==> config.mk <==
export PLATFORM = sky130hd
export DESIGN_NAME = bthin_ctrl
export DESIGN_NICKNAME = d
export VERILOG_FILES = /design/src/sv/bthin_pkg.sv /design/src/sv/bthin_ctrl.sv
export SDC_FILE = /design/constraint.sdc
export NUM_CORES = 1
export LEC_CHECK = 0
export BUFFER_PORTS_ARGS = -buffer_cell sky130_fd_sc_hd__buf_2
export CAP_MARGIN = 20
export CELL_PAD_IN_SITES_DETAIL_PLACEMENT = 1
export CELL_PAD_IN_SITES_GLOBAL_PLACEMENT = 1
export CORE_MARGIN = 3
export CORE_UTILIZATION = 37
export DETAILED_ROUTE_END_ITERATION = 8
export MAX_ROUTING_LAYER = met4
export PLACE_DENSITY = 0.88
export SLEW_MARGIN = 5
export SYNTH_ARGS = -nofsm -noshare
export SYNTH_HDL_FRONTEND = slang
export SYNTH_SLANG_ARGS = --single-unit
==> constraint.sdc <==
create_clock -name clk -period 2.32 [get_ports clk]
set_clock_uncertainty 0.2 [all_clocks]
set_input_delay 0.116 -clock clk [delete_from_list [all_inputs] [get_ports clk]]
set_output_delay 0.116 -clock clk [all_outputs]
set_load 0.02 [all_outputs]
==> src/sv/bthin_pkg.sv <==
// Shared types, constants and the two-subiteration deletion test for the thinning block.
// No dependencies; every other file imports this package.
package bthin_pkg;

  localparam int DEF_MAX_WIDTH  = 256;
  localparam int DEF_MAX_HEIGHT = 256;

  localparam int CFG_IW = 2;
  localparam int CFG_DW = 9;
  localparam logic [CFG_IW-1:0] CFG_FRAME_WIDTH  = 2'd0;
  localparam logic [CFG_IW-1:0] CFG_FRAME_HEIGHT = 2'd1;
  localparam logic [CFG_IW-1:0] CFG_MAX_PASSES   = 2'd2;

  localparam logic CMD_LOAD = 1'b0;
  localparam logic CMD_READ = 1'b1;

  localparam logic [7:0] PASS_SAT = 8'hff;

  // sweep phases: center and neighbor reads, then capture of the last one, then mark
  localparam logic [3:0] PH_FIRST   = 4'd0;
  localparam logic [3:0] PH_LAST_RD = 4'd8;
  localparam logic [3:0] PH_MARK    = 4'd10;

  typedef struct packed {
    logic cmd;
    logic pixel_in;
  } in_t;

  typedef struct packed {
    logic       pixel_out;
    logic       last_pixel;
    logic [7:0] passes_run;
  } out_t;

  typedef struct packed {
    logic       busy;
    logic       scan_rd;
    logic       mark_we;
    logic       apply_rd;
    logic       sweep_clr;
    logic       sweep_adv;
    logic       second;
    logic       any_clr;
    logic       done;
    logic [3:0] phase;
    logic [7:0] passes;
  } ctl_t;

  typedef struct packed {
    logic       sweep_last;
    logic       frame_loaded;
    logic       any_mark;
    logic [7:0] max_passes;
  } sts_t;

  // x[0] is the center, x[1..8] the neighbors counterclockwise from east
  function automatic logic deletable(input logic [8:0] x, input logic second);
    logic [2:0] cn;
    logic [2:0] n1;
    logic [2:0] n2;
    logic [2:0] mn;
    logic       g3;
    cn = 3'((~x[1]) & (x[2] | x[3])) + 3'((~x[3]) & (x[4] | x[5]))
       + 3'((~x[5]) & (x[6] | x[7])) + 3'((~x[7]) & (x[8] | x[1]));
    n1 = 3'(x[1] | x[2]) + 3'(x[3] | x[4]) + 3'(x[5] | x[6]) + 3'(x[7] | x[8]);
    n2 = 3'(x[2] | x[3]) + 3'(x[4] | x[5]) + 3'(x[6] | x[7]) + 3'(x[8] | x[1]);
    mn = (n1 < n2) ? n1 : n2;
    if (!second) begin
      g3 = (x[2] | x[3] | ~x[8]) & x[1];
    end else begin
      g3 = (x[6] | x[7] | ~x[4]) & x[5];
    end
    return x[0] && (cn == 3'd1) && (mn >= 3'd2) && (mn <= 3'd3) && !g3;
  endfunction

endpackage

==> src/sv/bthin_ctrl.sv <==
// Thinning sequencer: sweep phases, subiterations and pass counting.
// Depends on bthin_pkg; drives the datapath through ctl_t.
module bthin_ctrl
  import bthin_pkg::*;
(
  input  logic clk,
  input  logic rst_n,
  input  sts_t sts,
  output ctl_t ctl
);

  localparam logic [1:0] S_IDLE  = 2'd0;
  localparam logic [1:0] S_SCAN  = 2'd1;
  localparam logic [1:0] S_APPLY = 2'd2;
  localparam logic [1:0] S_FLUSH = 2'd3;

  logic [1:0] state_r, state_nxt;
  logic [3:0] phase_r, phase_nxt;
  logic       second_r, second_nxt;
  logic [7:0] pass_r, pass_nxt;

  always_comb begin
    state_nxt     = state_r;
    phase_nxt     = phase_r;
    second_nxt    = second_r;
    pass_nxt      = pass_r;
    ctl           = '0;
    ctl.busy      = (state_r != S_IDLE);
    ctl.phase     = phase_r;
    ctl.second    = second_r;
    ctl.passes    = pass_r;
    case (state_r)
      S_IDLE: begin
        if (sts.frame_loaded) begin
          state_nxt     = S_SCAN;
          phase_nxt     = PH_FIRST;
          pass_nxt      = 8'd1;
          second_nxt    = 1'b0;
          ctl.sweep_clr = 1'b1;
          ctl.any_clr   = 1'b1;
        end
      end
      S_SCAN: begin
        ctl.scan_rd = (phase_r <= PH_LAST_RD);
        if (phase_r == PH_MARK) begin
          ctl.mark_we = 1'b1;
          phase_nxt   = PH_FIRST;
          if (sts.sweep_last) begin
            ctl.sweep_clr = 1'b1;
            state_nxt     = S_APPLY;
          end else begin
            ctl.sweep_adv = 1'b1;
          end
        end else begin
          phase_nxt = phase_r + 4'd1;
        end
      end
      S_APPLY: begin
        ctl.apply_rd = 1'b1;
        if (sts.sweep_last) begin
          state_nxt = S_FLUSH;
        end else begin
          ctl.sweep_adv = 1'b1;
        end
      end
      S_FLUSH: begin
        ctl.sweep_clr = 1'b1;
        if (!second_r) begin
          second_nxt = 1'b1;
          state_nxt  = S_SCAN;
        end else if (!sts.any_mark ||
                     (sts.max_passes != 8'd0 && pass_r == sts.max_passes)) begin
          ctl.done  = 1'b1;
          state_nxt = S_IDLE;
        end else begin
          pass_nxt    = (pass_r == PASS_SAT) ? pass_r : pass_r + 8'd1;
          second_nxt  = 1'b0;
          ctl.any_clr = 1'b1;
          state_nxt   = S_SCAN;
        end
      end
      default: begin
        state_nxt = S_IDLE;
      end
    endcase
  end

  always_ff @(posedge clk) begin
    if (!rst_n) begin
      state_r  <= S_IDLE;
      phase_r  <= PH_FIRST;
      second_r <= 1'b0;
      pass_r   <= 8'd0;
    end else begin
      state_r  <= state_nxt;
      phase_r  <= phase_nxt;
      second_r <= second_nxt;
      pass_r   <= pass_nxt;
    end
  end

`ifndef SYNTHESIS
  a_phase_range: assert property (@(posedge clk) disable iff (!rst_n)
    state_r == S_SCAN |-> phase_r <= PH_MARK)
    else $error("sweep phase out of range");
  a_flush_exit: assert property (@(posedge clk) disable iff (!rst_n)
    state_r == S_FLUSH |=> state_r == S_SCAN || state_r == S_IDLE)
    else $error("bad exit from flush");
  a_done_idle: assert property (@(posedge clk) disable iff (!rst_n)
    ctl.done |=> state_r == S_IDLE && !ctl.busy)
    else $error("done without returning idle");
`endif

endmodule

=== After elaboration in Yosys (flattened, before gate mapping) ===
Cells that the tools add are included.

* Word-level logic and storage cells: 64
* Register bits: 15

* $lt $le $gt $ge: 1
* Eq/ne operators: 13
* Reduce and logical (&&, ||, !) cells: 12
* $add $sub $neg: 2
* Muxes and demuxes: 32

{| class="wikitable"
|+ Operator list
! operator !! number
|-
| $mux W8 || 4
|-
| $mux W2 || 8
|-
| $pmux W8 S2 || 1
|-
| $ne A2 B2 Y1 const B || 7
|-
| $mux W1 || 11
|-
| $add A8 B1 Y8 const B || 1
|-
| $eq A8 B8 Y1 || 1
|-
| $eq A8 B8 Y1 const B || 1
|-
| $mux W4 || 2
|-
| $pmux W2 S4 || 1
|-
| $pmux W4 S2 || 1
|-
| $reduce_bool A8 Y1 || 1
|-
| $pmux W1 S2 || 3
|-
| $reduce_bool A2 Y1 || 3
|-
| $reduce_and A5 Y1 || 1
|-
| $add A4 B1 Y4 const B || 1
|-
| $eq A2 B2 Y1 const B || 2
|-
| $eq A4 B4 Y1 const B || 1
|-
| $le A4 B4 Y1 const B || 1
|-
| $reduce_and A2 Y1 || 2
|-
| $reduce_and A4 Y1 || 1
|-
| $pmux W1 S3 || 1
|-
| $eq A2 B1 Y1 const B || 1
|-
| $logic_not A2 Y1 || 1
|-
| 3 further kinds || 3
|}

=== Logic depth before layout (Yosys ltp) ===
Gate-level depths: netlist of run 1.

* Depth in word-level cells: 6
* Depth in mapped cells: 8
* Gate-level depth less buffers: 7

=== Worst setup path before layout of run 1 ===
No wires, ideal clock.

* Path kind: reg2out
* Start: reg state_r[0]
* End: out ctl[15] in the netlist's numbering
* Cell stages (with the launch flop): 7
* Setup slack: 0.171 ns
* Arrival: 1.833 ns
* Path through: dfxtp_1 ha_1 clkbuf_1 inv_1 nor2_1 nor2_1 nor3b_1

{| class="wikitable"
|+ RTL lines
! element !! RTL line !! text
|-
| from (decl) || bthin_ctrl.sv:17 || <nowiki>logic [1:0] state_r, state_nxt;</nowiki>
|-
| from (signal assigned) || bthin_ctrl.sv:95 || <nowiki>state_r <= state_nxt;</nowiki>
|-
| to (decl) || bthin_ctrl.sv:9 || <nowiki>output ctl_t ctl</nowiki>
|}

=== Worst setup path in the final report of run 1 ===
* Start: reg state_r[0]
* End: reg pass_r[5]

* Cells in the longest elaborated chain, start to end: 3
* Elaborated cells between the ends (all ways): 9
* Those cells by class: 5 x eq/ne; 1 x mux; 3 x reduce/logical

{| class="wikitable"
|+ Ends and longest elaborated chain
! element !! RTL line !! text
|-
| $eq A2 B2 Y1 / $logic_not A2 Y1 (equally long branches) || bthin_ctrl.sv:32 || <nowiki>case (state_r)</nowiki>
|-
| $ne A2 B2 Y1 (no line) / $reduce_bool A2 Y1 (equally long branches) || - ||
|-
| $reduce_and A5 Y1 (no line) || - ||
|-
| to (signal assigned) || bthin_ctrl.sv:98 || <nowiki>pass_r <= pass_nxt;</nowiki>
|-
| to (decl) || bthin_ctrl.sv:20 || <nowiki>logic [7:0] pass_r, pass_nxt;</nowiki>
|}

Parallel ways exist; a longest one is shown, timed or not.
A chain may end at the register's enable or synchronous reset.

==> results of run 1 <==
-- cell usage in the layout, fill, tap and decap left out, types with 2 or more instances in the layout --
cell and instances:
sky130_fd_sc_hd__and2_1 3, sky130_fd_sc_hd__inv_1 10, sky130_fd_sc_hd__and3_1 3, sky130_fd_sc_hd__buf_2 33, sky130_fd_sc_hd__xor2_1 8, sky130_fd_sc_hd__nand2_1 7
sky130_fd_sc_hd__dfxtp_1 14, sky130_fd_sc_hd__nand2b_1 2, sky130_fd_sc_hd__nor2_1 10, sky130_fd_sc_hd__nor4_2 2, sky130_fd_sc_hd__nor2b_1 5, sky130_fd_sc_hd__a21oi_1 6
sky130_fd_sc_hd__clkbuf_4 3, sky130_fd_sc_hd__o21a_1 2, sky130_fd_sc_hd__a32oi_1 2, sky130_fd_sc_hd__a31oi_2 2, sky130_fd_sc_hd__ha_1 4, sky130_fd_sc_hd__nor3b_1 3
sky130_fd_sc_hd__buf_4 4, sky130_fd_sc_hd__a31oi_1 4, sky130_fd_sc_hd__nand3_1 6, sky130_fd_sc_hd__mux2i_1 3, sky130_fd_sc_hd__nor4_1 2, sky130_fd_sc_hd__a21boi_0 2
sky130_fd_sc_hd__o21ai_0 6
-- layout make-up --
class	count	area (sq um)	share of cell area
inverter	10	37.54	0.02720
sequential	15	301.5	0.2185
timing repair buffer	38	205.2	0.1487
multi-input combinational	104	770.7	0.5585
clock buffer	4	26.28	0.01904
tap	31	38.79	0.02811
-- registers in the layout, summed over array words and instances, names as in the netlist --
| register | cells |
|---|---|
| pass_r | 8 |
| phase_r | 4 |
| state_r | 2 |
| second_r | 1 |
-- path summary, 6_finish.rpt --
| kind | end | from |
|---|---|---|
| worst max-delay path | pass_r[5] | state_r[0] |
| worst min-delay path | pass_r[0] | sts[9] |
| worst max register to register | pass_r[5] | state_r[0] |
| worst min register to register | pass_r[7] | pass_r[7] |
-- layer usage --
metal  GRT usage  vias to the layer above  share of wire
met5           -                        -              0
met4     0.02727                        0         0.0081
met3     0.03774                        4          0.034
met2      0.3550                       21           0.51
met1      0.2225                      559           0.44
li1            -                      564              -
-- power groups by stage --
stage	Sequential, mW	Clock [mW]	Combinational [mW]
5_1_grt	0.336	0.169	0.634
3_5_place_dp	0.335	0	0.575
3_3_place_gp	0.330	0	0.545
6_report	0.331	0.151	0.581
2_1_floorplan	0.339	0	0.388
4_1_cts	0.330	0.158	0.581
-- repair_timing --
action / in CTS / in global routing
endpoints found under the hold margin: 7 / 0
resized for setup: 1 / 3
endpoints found under the setup margin: 1 / 7
hold buffers: 1 / 0
-- worst max-delay path: cells and delay by family, from the launching register on --
kind                       cells  cell delay, ns
AOI/OAI and AO/OA              3            0.56
buffers and inverters          1            0.11
DFF                            1            0.45
adders and majority gates      1            0.29
and+or+nand+nor                2            0.52
-- through the flow --
step,util,std cells
after floorplan,-,135
after global placement,0.4706,197
after detailed placement,0.4706,197
after CTS,0.4865,202
after global routing,0.4878,202
final,0.4878,202
-- logic make-up after synthesis --
family                   Yosys count  share of synthesized area
AND/OR/NAND/NOR                   48                     0.2439
multiplexers                       3                    0.02649
flip-flops                        15                     0.2649
AO/OA/AOI/OAI                     40                     0.2826
adder cells (fa/ha/maj)            5                    0.05519
XOR/XNOR                           8                    0.06181
buffers and inverters             16                    0.06513
==> report_table.html, run 1 <==
<table>
<tr><th>Metric</th><th>Value</th></tr>
<tr><th colspan="2">Global routing</th></tr>
<tr><td>Global routing usage summed across all routing layers</td><td>0.1938</td></tr>
<tr><td>Total gr overflow</td><td>0</td></tr>
<tr><td>Via count of the first global-routing pass</td><td>1173</td></tr>
<tr><td>Number of antenna violations at the first check in global routing</td><td>0</td></tr>
<tr><td>Pin count of the biggest net entering global routing</td><td>12</td></tr>
<tr><td>First-pass GRT wire length</td><td>5368 microns</td></tr>
<tr><th colspan="2">Floorplanning</th></tr>
<tr><td>Die Outline Area</td><td>0.003764 sq mm</td></tr>
<tr><td>Chip Height</td><td>61.35 microns</td></tr>
<tr><td>Area of the core</td><td>0.002829 sq mm</td></tr>
<tr><td>Horizontal die dimension</td><td>61.35 microns</td></tr>
<tr><td>Initial core utilization</td><td>0.4007</td></tr>
<tr><td>Number of top-level pins</td><td>34</td></tr>
<tr><td>Core Rows</td><td>19</td></tr>
<tr><th colspan="2">Drt</th></tr>
<tr><td>Ratio of routed vias to standard cells</td><td>5.683</td></tr>
<tr><td>DRC</td><td>0</td></tr>
<tr><td>Drt initial violations</td><td>73</td></tr>
<tr><td>Final wirelength</td><td>3326 microns</td></tr>
<tr><td>Total via count after detailed routing</td><td>1148</td></tr>
<tr><td>Number of routed nets with antenna violations</td><td>0</td></tr>
<tr><td>Drt pass-1 iters</td><td>4</td></tr>
<tr><td>Final routed wire length divided by cell count</td><td>16.47 microns</td></tr>
<tr><th colspan="2">Clock network</th></tr>
<tr><td>Clk slew on worst S/H paths</td><td>0.09 ns</td></tr>
<tr><td>Clock Path Buffers</td><td>2</td></tr>
<tr><td>Clock latency reported for the late side of the worst-skew pair</td><td>0.28 ns</td></tr>
<tr><td>Number of buffers created by CTS</td><td>3</td></tr>
<tr><td>Sinks on the clock net</td><td>15</td></tr>
<tr><td>Clock H-tree levels</td><td>1</td></tr>
<tr><td>Clock tree from TritonCTS</td><td>done</td></tr>
<tr><td>Cell at the root of the clock tree</td><td>sky130_fd_sc_hd__clkbuf_4</td></tr>
<tr><td>Number of setup buffers added after CTS</td><td>0</td></tr>
<tr><th colspan="2">Power</th></tr>
<tr><td>Power share of the sequential group</td><td>0.312</td></tr>
<tr><td>Net Sw Frac</td><td>0.4554</td></tr>
<tr><td>Proportion of power drawn by the clock network</td><td>0.142</td></tr>
<tr><td>Switching component of the power</td><td>484.3 uW</td></tr>
<tr><td>Largest vdd supply drop</td><td>0.3734 mV</td></tr>
<tr><td>Cell leakage power</td><td>0.6334 nW</td></tr>
<tr><td>Power per unit of standard cell area</td><td>770.6 mW/mm^2</td></tr>
<tr><td>Combinational share of power</td><td>0.546</td></tr>
<tr><td>Pint</td><td>579.2 uW</td></tr>
<tr><td>Total design power</td><td>1.064 mW</td></tr>
<tr><th colspan="2">Place</th></tr>
<tr><td>DP Area</td><td>0.001331 sq mm</td></tr>
<tr><td>Half-perimeter wire length of the detailed placement result</td><td>2652 microns</td></tr>
<tr><td>GPL Wtd Cong</td><td>0.8322</td></tr>
<tr><td>Pre-CTS setup slack</td><td>0.1087 ns</td></tr>
<tr><td>Port buffer count</td><td>33</td></tr>
<tr><th colspan="2">Setup path</th></tr>
<tr><td>Largest fanout on the critical path</td><td>7</td></tr>
<tr><td>Slowest stage delay, CP</td><td>0.45 ns</td></tr>
<tr><td>Cell at the slowest stage of the critical path</td><td>sky130_fd_sc_hd__dfxtp_1</td></tr>
<tr><td>Element type at the critical path end</td><td>register</td></tr>
<tr><td>Critical Path RT</td><td>2.33 ns</td></tr>
<tr><td>Critical path class</td><td>reg -&gt; reg</td></tr>
<tr><td>Length in cells of the worst reg-to-reg path</td><td>7</td></tr>
<tr><td>Cell chain of the critical path</td><td>inv_1 &gt; ha_1 &gt; nor2b_1 &gt; a211oi_4 &gt; and2_1 &gt; a31oi_1 &gt; a31oi_2</td></tr>
<tr><td>CP startpoint kind</td><td>register</td></tr>
<tr><td>CP arrival</td><td>2.22 ns</td></tr>
<tr><td>Flop2flop setup slack</td><td>0.11 ns</td></tr>
<tr><th colspan="2">Layout</th></tr>
<tr><td>Fillers</td><td>349</td></tr>
<tr><td>Layout cells sized above 1</td><td>0.3099</td></tr>
<tr><td>Area growth from synthesis to layout</td><td>21.74%</td></tr>
<tr><td>Antenna Cells</td><td>0</td></tr>
<tr><td>Final Net Count</td><td>190</td></tr>
<tr><td>Final non-filler cell area</td><td>0.001380 sq mm</td></tr>
<tr><th colspan="2">Synthesis</th></tr>
<tr><td>Area contributors post-synth</td><td>sky130_fd_sc_hd__dfxtp_1, sky130_fd_sc_hd__xor2_1, sky130_fd_sc_hd__ha_1</td></tr>
<tr><td>Cell Area, Synth</td><td>0.001134 sq mm</td></tr>
<tr><td>Synth warn</td><td>0</td></tr>
<tr><td>Largest area contributor in the synthesized netlist</td><td>sky130_fd_sc_hd__dfxtp_1</td></tr>
<tr><td>Syn Area/Cell</td><td>8.397 sq um</td></tr>
<tr><td>Number of synthesized register bits</td><td>15</td></tr>
<tr><td>Seq/Total Area, Yosys</td><td>0.2649</td></tr>
<tr><td>Number of flops mapped to enable cells by yosys</td><td>0</td></tr>
<tr><td>Share of the synthesized area in the top cell type</td><td>0.2649</td></tr>
<tr><td>Most frequent cell after synthesis</td><td>sky130_fd_sc_hd__dfxtp_1</td></tr>
<tr><td>Most common library cells after synthesis</td><td>sky130_fd_sc_hd__dfxtp_1, sky130_fd_sc_hd__inv_1, sky130_fd_sc_hd__nor2_1, sky130_fd_sc_hd__xor2_1, sky130_fd_sc_hd__nand2_1</td></tr>
<tr><td>Net count of the mapped netlist</td><td>153</td></tr>
<tr><td>Primary flip-flop cell chosen by synthesis mapping</td><td>sky130_fd_sc_hd__dfxtp_1</td></tr>
<tr><td>Yosys cell types</td><td>47</td></tr>
<tr><td>Share of flip-flops with an asynchronous set or reset</td><td>0</td></tr>
<tr><td>Number of instances in the synthesized netlist</td><td>135</td></tr>
<tr><th colspan="2">STA</th></tr>
<tr><td>Final Hold Viols</td><td>0</td></tr>
<tr><td>Period utilization</td><td>0.9528</td></tr>
<tr><td>Post-Route Setup TNS</td><td>0 ns</td></tr>
<tr><td>Final setup vio count</td><td>0</td></tr>
<tr><td>Highest Clock Rate</td><td>0.4524 GHz</td></tr>
<tr><td>Actual transition at the worst max-transition pin</td><td>0.4490 ns</td></tr>
<tr><td>Worst Hold Margin</td><td>0.1207 ns</td></tr>
<tr><td>Max-Slew Margin vs Limit</td><td>0.6975</td></tr>
<tr><td>Setup repair after global routing missed its margin</td><td>false</td></tr>
<tr><td>Period minus WS final</td><td>2.210 ns</td></tr>
<tr><td>Count of final max-slew check failures</td><td>0</td></tr>
<tr><td>Crit path setup slack, layout</td><td>0.1096 ns</td></tr>
<tr><th colspan="2">Job</th></tr>
<tr><td>Max-cap violations</td><td>0</td></tr>
<tr><th colspan="2">Hold path</th></tr>
<tr><td>Hold crit path type</td><td>in -&gt; reg</td></tr>
<tr><td>Hold Crit Depth</td><td>4</td></tr>
<tr><th colspan="2">Status</th></tr>
<tr><td>Status</td><td>finished, final reports clean</td></tr>
</table>
No activity file was read; power rests on OpenSTA's default activity.
==> inputs of run 2 (changes only) <==
--- a/config.mk
+++ b/config.mk
@@ -5,12 +5,13 @@
 export SDC_FILE = /design/constraint.sdc
 export NUM_CORES = 1
 export LEC_CHECK = 0
+export ABC_AREA = 1
 export BUFFER_PORTS_ARGS = -buffer_cell sky130_fd_sc_hd__buf_2
 export CAP_MARGIN = 20
 export CELL_PAD_IN_SITES_DETAIL_PLACEMENT = 1
 export CELL_PAD_IN_SITES_GLOBAL_PLACEMENT = 1
 export CORE_MARGIN = 3
-export CORE_UTILIZATION = 37
+export CORE_UTILIZATION = 35
 export DETAILED_ROUTE_END_ITERATION = 8
 export MAX_ROUTING_LAYER = met4
 export PLACE_DENSITY = 0.88
==> run 2 against run 1 <==
Against the previous run: count of clock-buffer cells in the layout unchanged; largest cell class unchanged; area after synthesis grew 4.9%; utilization down 3.3 points; via count is 11% higher; final cell count rose by 31%; sequential power is 29% higher; critical path type unchanged; global-route usage shrank 2.5 points; worst hold slack got worse by 0.086 ns.
==> report_table.html, run 2 <==
<table>
<tr><th>Metric</th><th>Value</th></tr>
<tr><th colspan="2">Clock network</th></tr>
<tr><td>Clock Path Buffers</td><td>2 (unchanged)</td></tr>
<tr><td>CTS-repair resized insts</td><td>0 (-1)</td></tr>
<tr><td>Number of setup buffers added after CTS</td><td>0 (unchanged)</td></tr>
<tr><td>Cell at the root of the clock tree</td><td>sky130_fd_sc_hd__clkbuf_4</td></tr>
<tr><td>Number of buffers created by CTS</td><td>3 (unchanged)</td></tr>
<tr><td>Clock H-tree levels</td><td>1 (unchanged)</td></tr>
<tr><td>Sinks on the clock net</td><td>15 (unchanged)</td></tr>
<tr><td>Clk slew on worst S/H paths</td><td>0.09 ns (about the same)</td></tr>
<tr><td>Clock latency reported for the late side of the worst-skew pair</td><td>0.28 ns (about the same)</td></tr>
<tr><td>Clock tree from TritonCTS</td><td>done</td></tr>
<tr><th colspan="2">Synthesis</th></tr>
<tr><td>Yosys cell types</td><td>33 (-30%)</td></tr>
<tr><td>Area contributors post-synth</td><td>sky130_fd_sc_hd__dfxtp_1, sky130_fd_sc_hd__nand2_1, sky130_fd_sc_hd__nor2_1</td></tr>
<tr><td>Syn Area/Cell</td><td>6.460 sq um (-23%)</td></tr>
<tr><td>Primary flip-flop cell chosen by synthesis mapping</td><td>sky130_fd_sc_hd__dfxtp_1</td></tr>
<tr><td>Share of flip-flops with an asynchronous set or reset</td><td>0 (unchanged)</td></tr>
<tr><td>Seq/Total Area, Yosys</td><td>0.2526 (-0.01227)</td></tr>
<tr><td>Largest area contributor in the synthesized netlist</td><td>sky130_fd_sc_hd__dfxtp_1</td></tr>
<tr><td>Share of the synthesized area in the top cell type</td><td>0.2526 (-0.01227)</td></tr>
<tr><td>Most frequent cell after synthesis</td><td>sky130_fd_sc_hd__nand2_1</td></tr>
<tr><td>Number of flops mapped to enable cells by yosys</td><td>0 (unchanged)</td></tr>
<tr><td>Number of instances in the synthesized netlist</td><td>184 (+36%)</td></tr>
<tr><td>Synth warn</td><td>0 (unchanged)</td></tr>
<tr><td>Number of synthesized register bits</td><td>15 (unchanged)</td></tr>
<tr><td>Cell Area, Synth</td><td>0.001189 sq mm (+4.9%)</td></tr>
<tr><td>Net count of the mapped netlist</td><td>202 (+32%)</td></tr>
<tr><td>Most common library cells after synthesis</td><td>sky130_fd_sc_hd__nand2_1, sky130_fd_sc_hd__nor2_1, sky130_fd_sc_hd__inv_1, sky130_fd_sc_hd__a21oi_1, sky130_fd_sc_hd__dfxtp_1</td></tr>
<tr><th colspan="2">Setup path</th></tr>
<tr><td>Length in cells of the worst reg-to-reg path</td><td>8 (+1)</td></tr>
<tr><td>CP dominant cell by count</td><td>sky130_fd_sc_hd__inv_1</td></tr>
<tr><td>Critical Path RT</td><td>2.33 ns (about the same)</td></tr>
<tr><td>CP top delay family</td><td>simple AND/OR/NAND/NOR gates</td></tr>
<tr><td>R2R Path Start</td><td>state_r[0]</td></tr>
<tr><td>Element type at the critical path end</td><td>register</td></tr>
<tr><td>Critical path class</td><td>reg -&gt; reg</td></tr>
<tr><td>Endpoint of the most critical register-to-register path</td><td>pass_r[6]</td></tr>
<tr><td>Combined buffer and inverter count along the critical path</td><td>3 (+2)</td></tr>
<tr><td>Cell chain of the critical path</td><td>inv_1 &gt; ha_1 &gt; inv_2 &gt; nor2_1 &gt; inv_1 &gt; nand2_4 &gt; nand2_1 &gt; a21oi_1</td></tr>
<tr><td>Cell at the slowest stage of the critical path</td><td>sky130_fd_sc_hd__dfxtp_1</td></tr>
<tr><td>CP startpoint kind</td><td>register</td></tr>
<tr><td>Slowest stage delay, CP</td><td>0.36 ns (-0.09 ns)</td></tr>
<tr><td>Largest fanout on the critical path</td><td>5 (-2)</td></tr>
<tr><td>Flop2flop setup slack</td><td>0.39 ns (+0.28 ns)</td></tr>
<tr><td>CP arrival</td><td>1.95 ns (-0.27 ns)</td></tr>
<tr><th colspan="2">Drt</th></tr>
<tr><td>DRC</td><td>0 (unchanged)</td></tr>
<tr><td>Number of routed nets with antenna violations</td><td>0 (unchanged)</td></tr>
<tr><td>Drt pass-1 iters</td><td>2 (-2)</td></tr>
<tr><td>Final routed wire length divided by cell count</td><td>11.95 microns (-27%)</td></tr>
<tr><td>Total via count after detailed routing</td><td>1279 (+11%)</td></tr>
<tr><td>Final wirelength</td><td>3155 microns (-5.1%)</td></tr>
<tr><td>Drt initial violations</td><td>50 (-32%)</td></tr>
<tr><td>Ratio of routed vias to standard cells</td><td>4.845 (-15%)</td></tr>
<tr><th colspan="2">Power</th></tr>
<tr><td>Total design power</td><td>1.517 mW (+43%)</td></tr>
<tr><td>Cell leakage power</td><td>0.6741 nW (+6.4%)</td></tr>
<tr><td>Largest vdd supply drop</td><td>0.4236 mV (+13%)</td></tr>
<tr><td>Power per unit of standard cell area</td><td>1058 mW/mm^2 (+37%)</td></tr>
<tr><th colspan="2">Layout</th></tr>
<tr><td>Highest-count cells in the layout ignoring fill and taps</td><td>sky130_fd_sc_hd__nand2_1, sky130_fd_sc_hd__buf_2, sky130_fd_sc_hd__nor2_1</td></tr>
<tr><td>Register ranked first by flip-flop count</td><td>pass_r</td></tr>
<tr><td>Final Net Count</td><td>239 (+26%)</td></tr>
<tr><td>Flip-flop count of the largest register, all copies and words added</td><td>8 (unchanged)</td></tr>
<tr><td>Final non-filler cell area</td><td>0.001434 sq mm (+3.9%)</td></tr>
<tr><td>Antenna Cells</td><td>0 (unchanged)</td></tr>
<tr><td>Area growth from synthesis to layout</td><td>20.63%</td></tr>
<tr><td>Most frequent standard cell in the layout excluding fill and tap cells</td><td>sky130_fd_sc_hd__nand2_1</td></tr>
<tr><td>Layout cells sized above 1</td><td>0.2591 (-0.05085)</td></tr>
<tr><td>Registers with the most flip-flops</td><td>pass_r x8, phase_r x4, state_r x2</td></tr>
<tr><td>Util after Layout</td><td>0.4548 (-0.03308)</td></tr>
<tr><th colspan="2">Global routing</th></tr>
<tr><td>Met2 usage</td><td>0.2874 (-0.06761)</td></tr>
<tr><td>Peak-usage layer in the global routing report</td><td>met2</td></tr>
<tr><td>Number of antenna violations at the first check in global routing</td><td>0 (unchanged)</td></tr>
<tr><td>First-pass GRT wire length</td><td>5595 microns (+4.2%)</td></tr>
<tr><td>Via count of the first global-routing pass</td><td>1271 (+8.4%)</td></tr>
<tr><td>M3 GR Usage</td><td>0.04042 (+0.002686)</td></tr>
<tr><td>Grt met1 use</td><td>0.2078 (-0.01466)</td></tr>
<tr><td>Total gr overflow</td><td>0 (unchanged)</td></tr>
<tr><td>Global routing usage summed across all routing layers</td><td>0.1691 (-0.02470)</td></tr>
<tr><td>Pin count of the biggest net entering global routing</td><td>11 (-1)</td></tr>
<tr><th colspan="2">Floorplanning</th></tr>
<tr><td>Initial core utilization</td><td>0.3770 (-0.02372)</td></tr>
<tr><td>Core Rows</td><td>20 (+1)</td></tr>
<tr><td>Area of the core</td><td>0.003153 sq mm (+11%)</td></tr>
<tr><td>Number of top-level pins</td><td>34 (unchanged)</td></tr>
<tr><td>Horizontal die dimension</td><td>64.28 microns (+4.8%)</td></tr>
<tr><td>Chip Height</td><td>64.28 microns (+4.8%)</td></tr>
<tr><td>Die Outline Area</td><td>0.004131 sq mm (+9.8%)</td></tr>
<tr><th colspan="2">STA</th></tr>
<tr><td>Actual transition at the worst max-transition pin</td><td>0.4255 ns (-0.02350 ns)</td></tr>
<tr><td>Worst Hold Margin</td><td>0.03492 ns (-0.08579 ns)</td></tr>
<tr><td>Max-Slew Margin vs Limit</td><td>0.7153 (+0.01778)</td></tr>
<tr><td>Highest Clock Rate</td><td>0.5178 GHz (+14%)</td></tr>
<tr><td>Period minus WS final</td><td>1.931 ns (-0.2791 ns)</td></tr>
<tr><td>Count of final max-slew check failures</td><td>0 (unchanged)</td></tr>
<tr><td>Period utilization</td><td>0.8325 (-0.1203)</td></tr>
<tr><td>Setup repair after global routing missed its margin</td><td>false</td></tr>
<tr><td>Final Hold Viols</td><td>0 (unchanged)</td></tr>
<tr><td>Post-Route Setup TNS</td><td>0 ns (unchanged)</td></tr>
<tr><td>Final setup vio count</td><td>0 (unchanged)</td></tr>
<tr><th colspan="2">Place</th></tr>
<tr><td>GPL Wtd Cong</td><td>0.8230 (-1.1%)</td></tr>
<tr><td>Half-perimeter wire length of the detailed placement result</td><td>2549 microns (-3.9%)</td></tr>
<tr><td>DP Area</td><td>0.001398 sq mm (+5.0%)</td></tr>
<tr><td>Port buffer count</td><td>33 (unchanged)</td></tr>
<tr><th colspan="2">Hold path</th></tr>
<tr><td>Worst min-delay path endpoint</td><td>second_r</td></tr>
<tr><td>Hold crit path type</td><td>in -&gt; reg</td></tr>
<tr><td>Hold Crit Depth</td><td>4 (unchanged)</td></tr>
<tr><td>Startpoint of the most critical hold path</td><td>sts[8]</td></tr>
<tr><th colspan="2">Job</th></tr>
<tr><td>Max-cap violations</td><td>0 (unchanged)</td></tr>
<tr><th colspan="2">Status</th></tr>
<tr><td>Status</td><td>finished, final reports clean</td></tr>
</table>
-- run 2: changes by cell type in the layout (fill, tap and decap cells not counted), sizes merged, moves of 5 or more --
cell | previous run | this run
a21oi | 6 | 19
a31oi | 7 | 1
inv | 10 | 27
nand2 | 7 | 49
nor2 | 10 | 30
nor2b | 5 | 0
xor2 | 8 | 1
-- run 2: power by group --
part	switching [mW]	internal [mW]	total (mW)
combinational	0.626	0.315	0.941
sequential	0.0968	0.330	0.427
clock	0.0826	0.0667	0.149
total	0.806	0.712	1.52
-- run 2: tightest hold or removal path: stages --
cell,delay (ns)
sky130_fd_sc_hd__buf_2,0.14
sky130_fd_sc_hd__nand3_1,0.09
sky130_fd_sc_hd__nand2_1,0.06
sky130_fd_sc_hd__a21oi_1,0.06
-- run 2: worst max-delay path by stage --
stage,end,slack (ns),cells after the start,from
floorplan,ctl[16],0.39,6,phase_r[3]
global placement,pass_r[1],0.42,9,state_r[1]
detailed placement,pass_r[1],0.42,9,state_r[0]
CTS,pass_r[6],0.36,8,state_r[0]
global route,ctl[12],0.16,9,pass_r[5]
finish,pass_r[6],0.39,8,state_r[0]
-- run 2: repair_timing --
action,in CTS,in global routing
hold endpoints to repair,8,0
setup endpoints to repair,0,0
hold buffers,1,0
-- run 2: final cells by class --
cell class                      instances  area, sq um
Timing Repair Buffer                   34        175.2
Clock buffer                            4        26.28
Multi-Input combinational cell        140        775.7
Sequential cell                        15        300.3
Inverter                               27        101.3
Fill cell                             475         1719
Tap cell                               44        55.05
-- run 2: cell families (layout without fill, tap and decap cells) --
kind of cell,Yosys count,after routing,synth area share
AOI/OAI and AO/OA,33,33,0.1590
adders and majority gates,5,5,0.05263
buffers and inverters,29,65,0.09474
and+or+nand+nor,98,98,0.4116
xor gates and xnor gates,4,4,0.02948
DFF,15,15,0.2526
-- run 2: metrics by stage --
| step | cells | setup WS [ns] |
|---|---|---|
| 5_1_grt | 264 | 0.1611 |
| 3_5_place_dp | 259 | 0.4241 |
| 3_3_place_gp | 259 | 0.4176 |
| 2_1_floorplan | 184 | 0.3853 |
| 4_1_cts | 264 | 0.3648 |
| 6_report | 264 | 0.3887 |
-- run 2: layer usage --
| metal | wire (microns) | up-vias |
|---|---|---|
| met1 | 1559 | 592 |
| met3 | 100 | 4 |
| met5 | 0 | - |
| met2 | 1468 | 20 |
| li1 | - | 663 |
| met4 | 27 | 0 |
